===== src/sef_pkg.sv =====
// Shared types and constants for the sparse element filter.
`timescale 1ns / 1ps
`default_nettype none

package sef_pkg;

  localparam int VALUE_W    = 32;
  localparam int ELEM_W     = 16;
  localparam int INDEX_W    = 8;
  localparam int CFG_ADDR_W = 3;
  localparam int CFG_DATA_W = 32;

  // Filter kinds; the spare code behaves as the isolation filter.
  localparam logic [1:0] FILT_EVEN     = 2'd0;
  localparam logic [1:0] FILT_UNIQUE   = 2'd1;
  localparam logic [1:0] FILT_ISOLATED = 2'd2;

  localparam logic MODE_LOAD  = 1'b0;
  localparam logic MODE_QUERY = 1'b1;

  // Register word index on the configuration port.
  localparam logic [0:0] REG_FILTER_SELECT = 1'b0;

  typedef struct packed {
    logic                      mode;
    logic                      restart;
    logic [ELEM_W-1:0]         elem_row;
    logic [ELEM_W-1:0]         elem_col;
    logic signed [VALUE_W-1:0] elem_value;
    logic [INDEX_W-1:0]        query_index;
  } in_item_t;

  typedef struct packed {
    logic [INDEX_W-1:0] result_index;
    logic               keep;
    logic               error;
  } out_item_t;

  typedef enum logic [2:0] {
    ST_IDLE,
    ST_REF_RD,
    ST_REF_CAP,
    ST_SCAN,
    ST_FINISH,
    ST_EMIT
  } state_t;

  typedef struct packed {
    logic take;
    logic ref_rd;
    logic ref_cap;
    logic scan_step;
    logic emit;
  } ctrl_cmd_t;

  typedef struct packed {
    logic load_full;
    logic query_bad;
    logic count_one;
    logic scan_last;
    logic out_free;
  } dp_status_t;

endpackage

`default_nettype wire


===== src/sef_ctrl.sv =====
// Controller state machine sequencing loads, queries and the table scan.
`timescale 1ns / 1ps
`default_nettype none

module sef_ctrl (
  input  wire logic                clk,
  input  wire logic                rst_n,
  input  wire logic                in_valid,
  input  wire logic                in_mode,
  input  wire logic [1:0]          filter_sel,
  input  wire sef_pkg::dp_status_t status,
  output logic                     in_ready,
  output sef_pkg::ctrl_cmd_t       cmd,
  output sef_pkg::state_t          state
);

  sef_pkg::state_t state_r;
  sef_pkg::state_t state_nxt;

  always_ff @(posedge clk) begin
    if (!rst_n) begin
      state_r <= sef_pkg::ST_IDLE;
    end else begin
      state_r <= state_nxt;
    end
  end

  always_comb begin
    state_nxt = state_r;
    case (state_r)
      sef_pkg::ST_IDLE: begin
        if (in_valid) begin
          if (in_mode == sef_pkg::MODE_LOAD) begin
            state_nxt = status.load_full ? sef_pkg::ST_EMIT : sef_pkg::ST_IDLE;
          end else begin
            state_nxt = status.query_bad ? sef_pkg::ST_EMIT : sef_pkg::ST_REF_RD;
          end
        end
      end
      sef_pkg::ST_REF_RD: begin
        state_nxt = sef_pkg::ST_REF_CAP;
      end
      sef_pkg::ST_REF_CAP: begin
        if (filter_sel == sef_pkg::FILT_EVEN) begin
          state_nxt = sef_pkg::ST_EMIT;
        end else if (status.count_one) begin
          state_nxt = sef_pkg::ST_FINISH;
        end else begin
          state_nxt = sef_pkg::ST_SCAN;
        end
      end
      sef_pkg::ST_SCAN: begin
        if (status.scan_last) begin
          state_nxt = sef_pkg::ST_FINISH;
        end
      end
      sef_pkg::ST_FINISH: begin
        state_nxt = sef_pkg::ST_EMIT;
      end
      sef_pkg::ST_EMIT: begin
        if (status.out_free) begin
          state_nxt = sef_pkg::ST_IDLE;
        end
      end
      default: begin
        state_nxt = sef_pkg::ST_IDLE;
      end
    endcase
  end

  always_comb begin
    in_ready      = (state_r == sef_pkg::ST_IDLE);
    cmd.take      = (state_r == sef_pkg::ST_IDLE) && in_valid;
    cmd.ref_rd    = (state_r == sef_pkg::ST_REF_RD);
    cmd.ref_cap   = (state_r == sef_pkg::ST_REF_CAP);
    cmd.scan_step = (state_r == sef_pkg::ST_SCAN);
    cmd.emit      = (state_r == sef_pkg::ST_EMIT) && status.out_free;
  end

  assign state = state_r;

endmodule

`default_nettype wire


===== config.mk =====
export PLATFORM = sky130hd
export DESIGN_NAME = sef_ctrl
export DESIGN_NICKNAME = d
export VERILOG_FILES = /design/src/sef_pkg.sv /design/src/sef_ctrl.sv
export SDC_FILE = /design/constraint.sdc
export NUM_CORES = 1
export LEC_CHECK = 0
export ABC_AREA = 1
export BUFFER_PORTS_ARGS = -buffer_cell sky130_fd_sc_hd__buf_2
export CAP_MARGIN = 20
export CORE_AREA = 2 2 39 41
export CTS_CLUSTER_SIZE = 30
export DETAILED_ROUTE_END_ITERATION = 10
export DIE_AREA = 0 0 41 43
export SYNTH_ARGS = -nofsm -noshare
export SYNTH_HDL_FRONTEND = slang
export SYNTH_SLANG_ARGS = --single-unit

===== constraint.sdc =====
create_clock -name clk -period 0.99 [get_ports clk]
set_input_delay 0.099 -clock clk [delete_from_list [all_inputs] [get_ports clk]]
set_output_delay 0.099 -clock clk [all_outputs]
set_load 0.02 [all_outputs]

Yosys cells after proc, flatten, opt, wreduce, memory -nomap -nowiden
Cells that the tools add are included.
{"block": "totals", "ram_bits": 0, "romBits": 0, "word_cells": 23, "latchBits": 0, "out_inout_bits": 9, "register_bits": 3, "n_memories": 0, "input_bits": 11}
{"block": "classes", "mul": 0, "shifts": 0, "bitwise": 0, "n_reduce_logical": 5, "magnitude_cmp": 0, "n_mux": 9, "div": 0, "add_sub_neg": 0, "n_eq_ne": 8}
{"cell": "$mux W3", "count": 8}
{"cell": "$pmux W3 S6", "count": 1}
{"cell": "$eq A3 B2 Y1 const B", "count": 2}
{"cell": "$eq A3 B3 Y1 const B", "count": 2}
{"cell": "$ne A2 B2 Y1 const B", "count": 3}
{"cell": "$eq A3 B1 Y1 const B", "count": 1}
{"cell": "$logic_not A3 Y1", "count": 1}
{"cell": "$reduce_and A3 Y1", "count": 1}
{"cell": "$logic_and A1 B1 Y1", "count": 2}
{"cell": "$logic_not A2 Y1", "count": 1}

Depth between registers and ports, before layout
Gate-level depths: netlist of run 1.
{"block": "depth", "word_depth": 4, "ltp_mapped": 7, "depth_no_buf": 7}

Worst setup path before layout of run 1
OpenSTA, ideal clock, no wires.
{"block": "synth_timing", "kind": "register to register", "from": "register state_r[0], in the netlist state[0]", "to": "register state_r[2], in the netlist state[2]", "path_slack_ns": -0.318, "t_arrival_ns": 1.192, "path_buffers": 0, "stages_incl_launch_ff": 8, "synth_period_minus_slack_ns": 1.308, "setup_ns": 0.116, "t_required_ns": 0.874, "cell_sequence": "dfxtp_1 > nand2_1 > nor2_2 > nand2_2 > nand2_1 > nor2_2 > nand2_1 > a21oi_1"}
{"element": "from (decl)", "line": "sef_ctrl.sv:17", "rtl": "sef_pkg::state_t state_r;"}
{"element": "from (signal assigned)", "line": "sef_ctrl.sv:22", "rtl": "state_r <= sef_pkg::ST_IDLE;"}
{"element": "from (signal assigned)", "line": "sef_ctrl.sv:24", "rtl": "state_r <= state_nxt;"}

==> impl_metrics.py, run 1 <==
metrics = {
    "run_status": {
        "outcome": "finished with violations",
        "violations": "negative setup slack",
    },
    "die": {
        "die_y_um": 43,
        "die_area_um2": 1760,
        "core_um2": 1380,
        "initial_utilization_pct": 20.4,
        "ios": 20,
        "rows": 14,
        "die_x_um": 41,
    },
    "power": {
        "worst_ir_drop_vdd_mv": 1.15,
        "p_per_area_nw_per_um2": 3410,
        "p_leak_nw": 0.312,
        "p_total_w": 0.00199,
    },
    "critical_path": {
        "critPathLaunchType": "register",
        "r2r_cells": 7,
        "path_buf_inv": 2,
        "crit_chain": "buf_6, nor3_2, buf_4",
        "worstSetupPathType": "register to output pin",
        "cp.arrival_ns": 1.03,
        "slowest_delay_ns": 0.36,
        "critPathRequiredTime_ns": 0.89,
        "r2r-end": "state[0]$_SDFFE_PN0P_",
        "worstPathMaxFanout": 6,
        "worstReg2RegStart": "state[1]$_SDFFE_PN0P_",
        "critPathCaptureType": "output pin",
        "crit_family": "flip-flops",
        "slowest_stage": "dfxtp_4",
        "r2r_slack_ns": -0.05,
    },
    "timing": {
        "postLayoutSetupSlackWorst_ns": -0.135,
        "tightest_slew_ns": 0.164,
        "clock_skew_ns": 0.00654,
        "drv_slew": 0,
        "period_minus_slack_ns": 1.13,
        "period_share_pct": 114,
        "slew_headroom_pct": 89.1,
        "rsz0062_at_grt": "yes",
        "fmax_mhz": 889,
        "hold-worst-slack_ns": 0.133,
        "setup_violations": 8,
        "hold_violations": 0,
    },
    "global_route": {
        "grt_pass1_wl_um": 1300,
        "antenna_found_initial": 0,
        "grt_max_degree": 8,
        "grt_pass1_vias": 364,
        "track_usage_pct": 11.0,
        "grt-ovfl-total": 0,
    },
    "synth": {
        "ys_seq_area_share_pct": 21.2,
        "syn_nets": 66,
        "syn-cell-area_um2": 283,
        "ys.warnings.count": 0,
        "synth_seq_cells": 3,
        "synthCells": 55,
        "ys_types": 10,
        "synth.avg_cell_area_um2": 5.14,
    },
    "final_layout": {
        "final_nets": 95,
        "nFillCells": 160,
        "finalNonFillerCells": 99,
        "diodes": 0,
        "area_growth_pct": 107,
        "fin_util_pct": 42.2,
        "largest_reg_flops": 3,
        "multiInputGateArea_um2": 245,
        "seq_area_um2": 71.3,
        "drive_gt1_share_pct": 61.4,
    },
    "drt": {
        "drt-initial-drc-count": 2,
        "num_vias": 420,
        "first_pass_iters": 4,
        "vias_per_cell": 4.24,
        "ant_nets": 0,
        "wire_per_inst_um": 8.94,
        "wirelength_um": 885,
        "remaining_drc_errors": 0,
    },
    "worst_hold_path": {
        "hold_depth": 3,
        "hp-class": "primary input to register",
        "whs_endpoint": "state[2]$_SDFFE_PN0P_",
        "hp-start": "rst_n",
    },
    "placement": {
        "pre_cts_slack_ns": -0.0224,
        "gp_congestion": 0.803,
        "dp_cells": 91,
        "io_buffer_count": 19,
        "hpwl_um": 673,
    },
    "clock_tree": {
        "clock-sinks": 3,
        "cts-root-buf": "clkbuf_4",
        "hold_buffers": 0,
        "cts_made_buffers": 3,
        "htree_num_levels": 1,
        "insertion_delay_ns": 0.24,
        "cts_tree": "yes",
        "clk_pin_slew_ns": 0.04,
        "cts_buffer_depth": 2,
    },
    "flow_run": {
        "drv_cap": 0,
    },
}
==> cell type report <==
type                       instances  share of cell area (%)
inverter                          13                    8.78
clock buffer                       4                    4.50
timing repair buffer              24                    29.1
tap                               16                    3.43
sequential                         3                    12.2
multi-input combinational         39                    42.0
==> cell usage after synthesis <==
cell     number  area, µm²
inv_1        11       41.3
dfxtp_1       3       60.1
inv_2         2       7.51
nand2_1      18       67.6
nand2_2       1       6.26
a21oi_1       4       20.0
nor3_1        2       10.0
nor2_2        4       25.0
nor2_1        4       15.0
nand3_1       6       30.0
==> through the flow <==
step           TNS (ns)  cell area (µm²)
3_5_place_dp    -0.0224              444
4_1_cts          -0.691              552
2_1_floorplan    -0.167              322
6_report         -0.654              584
5_1_grt           -1.11              584
3_3_place_gp    -0.0246              444
==> worst max-delay path by stage <==
| stage | start | to | depth (start not counted) |
|---|---|---|---|
| floorplan | state[0]$_SDFFE_PN0P_ | state[2]$_SDFFE_PN0P_ | 7 |
| global placement | state[1]$_SDFFE_PN0P_ | state[2]$_SDFFE_PN0P_ | 7 |
| detailed placement | state[0]$_SDFFE_PN0P_ | state[2]$_SDFFE_PN0P_ | 7 |
| CTS | state[2]$_SDFFE_PN0P_ | cmd[4] | 3 |
| global route | state[1]$_SDFFE_PN0P_ | cmd[0] | 4 |
| finish | state[2]$_SDFFE_PN0P_ | cmd[4] | 3 |
==> where the power goes <==
group	internal [W]	leakage (nW)	total [W]	switching, W
logic	0.000656	0.270	0.00143	0.000775
clock network	0.000151	0.0150	0.000219	0.0000672
registers	0.000216	0.0267	0.000341	0.000125
==> kinds of logic (layout without fill, tap and decap cells) <==
| logic type | count (synthesis) | after routing | share of synthesized area (%) |
|---|---|---|---|
| AOI/OAI and AO/OA | 4 | 4 | 7.08 |
| buffers and inverters | 13 | 41 | 17.3 |
| DFF | 3 | 3 | 21.2 |
| and+or+nand+nor | 35 | 35 | 54.4 |
==> cell usage in the layout, fill, tap and decap left out <==
cell type  instances
nand2_2            6
nand3_1            4
nand2_1           12
nor2_2             2
a21oi_1            3
nor3_2             1
buf_2             13
buf_6              6
nand3_2            2
inv_4              1
nor3_1             1
nand2_4            1
inv_1             10
clkbuf_4           3
clkbuf_1           1
a21oi_2            1
dfxtp_4            3
nor2_4             5
inv_2              2
nor2_1             1
buf_4              5
==> repair_timing <==
action / 4_1_cts / 5_1_grt
endpoints found under the setup margin: 8 / 10
setup buffers: 4 / 0
gates resized for setup: 17 / 9
pin swaps: 8 / 3
==> worst register-to-register path: cells and delay by family, from the launching register on <==
family | cells | cell delay, ns
AND/OR/NAND/NOR | 6 | 0.49
flip-flops | 1 | 0.39
AO/OA/AOI/OAI | 1 | 0.05
==> per-layer routing <==
metal | vias to the layer above | global-route usage (%) | wire length [µm]
li1 | 220 | - | -
met1 | 181 | 12.2 | 335
met2 | 17 | 17.8 | 487
met3 | 2 | 1.57 | 47
met4 | 0 | 8.00 | 15
met5 | - | 0 | 0
No activity file was read; power rests on OpenSTA's default activity.
==> run 2: changes to the inputs <==
- ABC_AREA: 1 -> not set
- SLEW_MARGIN: not set -> 10
==> impl_metrics.py, run 2 <==
metrics = {
    "timing": {
        "period_minus_slack_ns": 1.29,
        "hold-worst-slack_ns": 0.137,
        "fmax_mhz": 774,
        "hold_violations": 0,
        "rsz0062_at_grt": "yes",
        "drv_slew": 0,
        "slew_headroom_pct": 77.4,
        "finalSetupTns_ns": -2.01,
        "clock_skew_ns": 0.00702,
        "period_share_pct": 131,
        "postLayoutSetupSlackWorst_ns": -0.303,
        "setup_violations": 9,
        "tightest_slew_ns": 0.339,
    },
    "synth": {
        "syn-cell-area_um2": 299,
        "ys.flop_type": "dfxtp_1",
        "synthXorXnorAreaFrac_pct": 0,
        "yosysMostFrequentCell": "nor2_1",
        "synth_top_area_cell": "dfxtp_1",
        "synth_edf_count": 0,
        "ys.warnings.count": 0,
        "synthCells": 40,
        "ys_types": 24,
        "synthAdderAreaFrac_pct": 0,
        "synth_mux_area_share_pct": 3.77,
        "synth_top_family_by_area": "simple AND/OR/NAND/NOR gates",
        "syn_nets": 51,
        "synth.avg_cell_area_um2": 7.48,
        "synth_common_cells": "nor2_1, nor3_1, dfxtp_1",
        "synthArstFlopShare_pct": 0,
        "yosys.area_share.simple_pct": 38.1,
        "synth_top_area_share_pct": 20.1,
        "synth_compound_area_share_pct": 26.4,
        "synth_area_leaders": "dfxtp_1, buf_6, nor2_1",
        "synth_seq_cells": 3,
        "ys_seq_area_share_pct": 20.1,
    },
    "critical_path": {
        "cp.arrival_ns": 1.19,
        "critPathLaunchType": "register",
        "critPathRequiredTime_ns": 0.89,
        "r2r_slack_ns": -0.27,
        "worstSetupPathType": "register to output pin",
        "worstPathMaxFanout": 4,
        "critPathCaptureType": "output pin",
    },
    "global_route": {
        "grt-ovfl-total": 0,
        "grt_pass1_wl_um": 1530,
        "grt_pass1_vias": 372,
        "grt_max_degree": 8,
        "track_usage_pct": 13.2,
        "antenna_found_initial": 0,
    },
    "drt": {
        "remaining_drc_errors": 0,
        "drt-initial-drc-count": 4,
        "vias_per_cell": 4.76,
        "num_vias": 433,
        "wire_per_inst_um": 11.8,
        "first_pass_iters": 3,
        "ant_nets": 0,
        "wirelength_um": 1080,
    },
    "power": {
        "power.switching_w": 0.00110,
        "pwr-share-comb_pct": 78.5,
        "switching_share_pct": 43.1,
        "seq_power_share_pct": 12.5,
        "p_total_w": 0.00255,
        "p_leak_nw": 0.303,
        "p_int_w": 0.00145,
        "p_per_area_nw_per_um2": 3720,
        "clkPwrFrac_pct": 9.0,
        "worst_ir_drop_vdd_mv": 2.04,
    },
    "clock_tree": {
        "clock-sinks": 3,
        "insertion_delay_ns": 0.25,
        "htree_num_levels": 1,
        "cts_made_buffers": 3,
        "hold_buffers": 0,
        "cts-root-buf": "clkbuf_4",
        "clk_pin_slew_ns": 0.03,
        "cts_buffer_depth": 2,
        "cts_tree": "yes",
    },
    "final_layout": {
        "multiInputGateArea_um2": 297,
        "area_growth_pct": 129,
        "largest_reg_flops": 3,
        "drive_gt1_share_pct": 78.7,
        "seq_area_um2": 71.3,
        "final_nets": 87,
        "diodes": 0,
        "final_cell_mix": "buf_2, buf_4, buf_6",
        "nFillCells": 140,
    },
    "die": {
        "ios": 20,
        "die_y_um": 43,
        "die_x_um": 41,
        "core_um2": 1380,
        "rows": 14,
        "die_area_um2": 1760,
        "initial_utilization_pct": 21.6,
    },
    "run_status": {
        "outcome": "finished with violations",
        "violations": "negative setup slack",
    },
    "placement": {
        "hpwl_um": 712,
        "gp_congestion": 0.788,
        "io_buffer_count": 19,
    },
    "worst_hold_path": {
        "hp-class": "primary input to register",
    },
    "flow_run": {
        "drv_cap": 0,
    },
}
==> run 2: what timing repair did <==
action / in CTS / in global routing
pin swaps: 6 / 2
setup endpoints to repair: 11 / 9
buffers inserted: 5 / 0
gates resized for setup: 21 / 10
gates cloned: 0 / 0
==> run 2: kinds of logic (layout without fill, tap and decap cells) <==
group / count (synthesis) / in the layout
simple gates: 20 / 20
compound gates: 11 / 11
buf+inv: 5 / 40
flops: 3 / 3
mux: 1 / 1
==> run 2: final cells by class <==
type | count | share of cell area, %
multi-input combinational | 32 | 43.3
timing repair buffer | 34 | 38.4
sequential | 3 | 10.4
clock buffer | 4 | 3.84
tap | 16 | 2.93
inverter | 2 | 1.10
==> run 2: worst paths after layout <==
kind / from / end / depth (start not counted)
hold reg to reg: state[0]$_SDFFE_PN0P_ / state[2]$_SDFFE_PN0P_ / 3
hold / removal: rst_n / state[0]$_SDFFE_PN0P_ / 3
setup reg to reg: state[0]$_SDFFE_PN0P_ / state[0]$_SDFFE_PN0P_ / 4
setup / recovery: state[0]$_SDFFE_PN0P_ / cmd[4] / 4
==> run 2: power by group through the flow <==
stage               clock, W  combinational (W)  sequential (W)
floorplan                  0           0.000878        0.000349
global placement           0            0.00131        0.000325
detailed placement         0            0.00131        0.000329
CTS                 0.000242            0.00184        0.000319
global route        0.000253            0.00212        0.000330
finish              0.000229            0.00200        0.000320
==> run 2: critical path, cell delays in order, from the launching register on <==
cell     delay, ns
dfxtp_4       0.35
buf_6         0.12
nor3_4        0.21
and2_4        0.18
buf_6         0.11
==> run 2: per-stage QoR <==
step / cell area, µm² / util (%) / std cells / worst slack (ns)
6_report: 684 / 49.5 / 91 / -0.303
5_1_grt: 684 / 49.5 / 91 / -0.340
4_1_cts: 638 / 46.1 / 91 / -0.290
3_5_place_dp: 494 / 35.7 / 82 / -0.247
3_3_place_gp: 494 / 35.7 / 82 / -0.234
2_1_floorplan: 334 / - / 40 / -0.253
==> run 2: layer usage <==
layer	vias up	routed length [µm]	global-route usage [%]
met5	-	0	0
met4	0	19	10.0
met2	12	635	21.9
li1	216	-	-
met1	203	367	13.1
met3	2	54	3.14
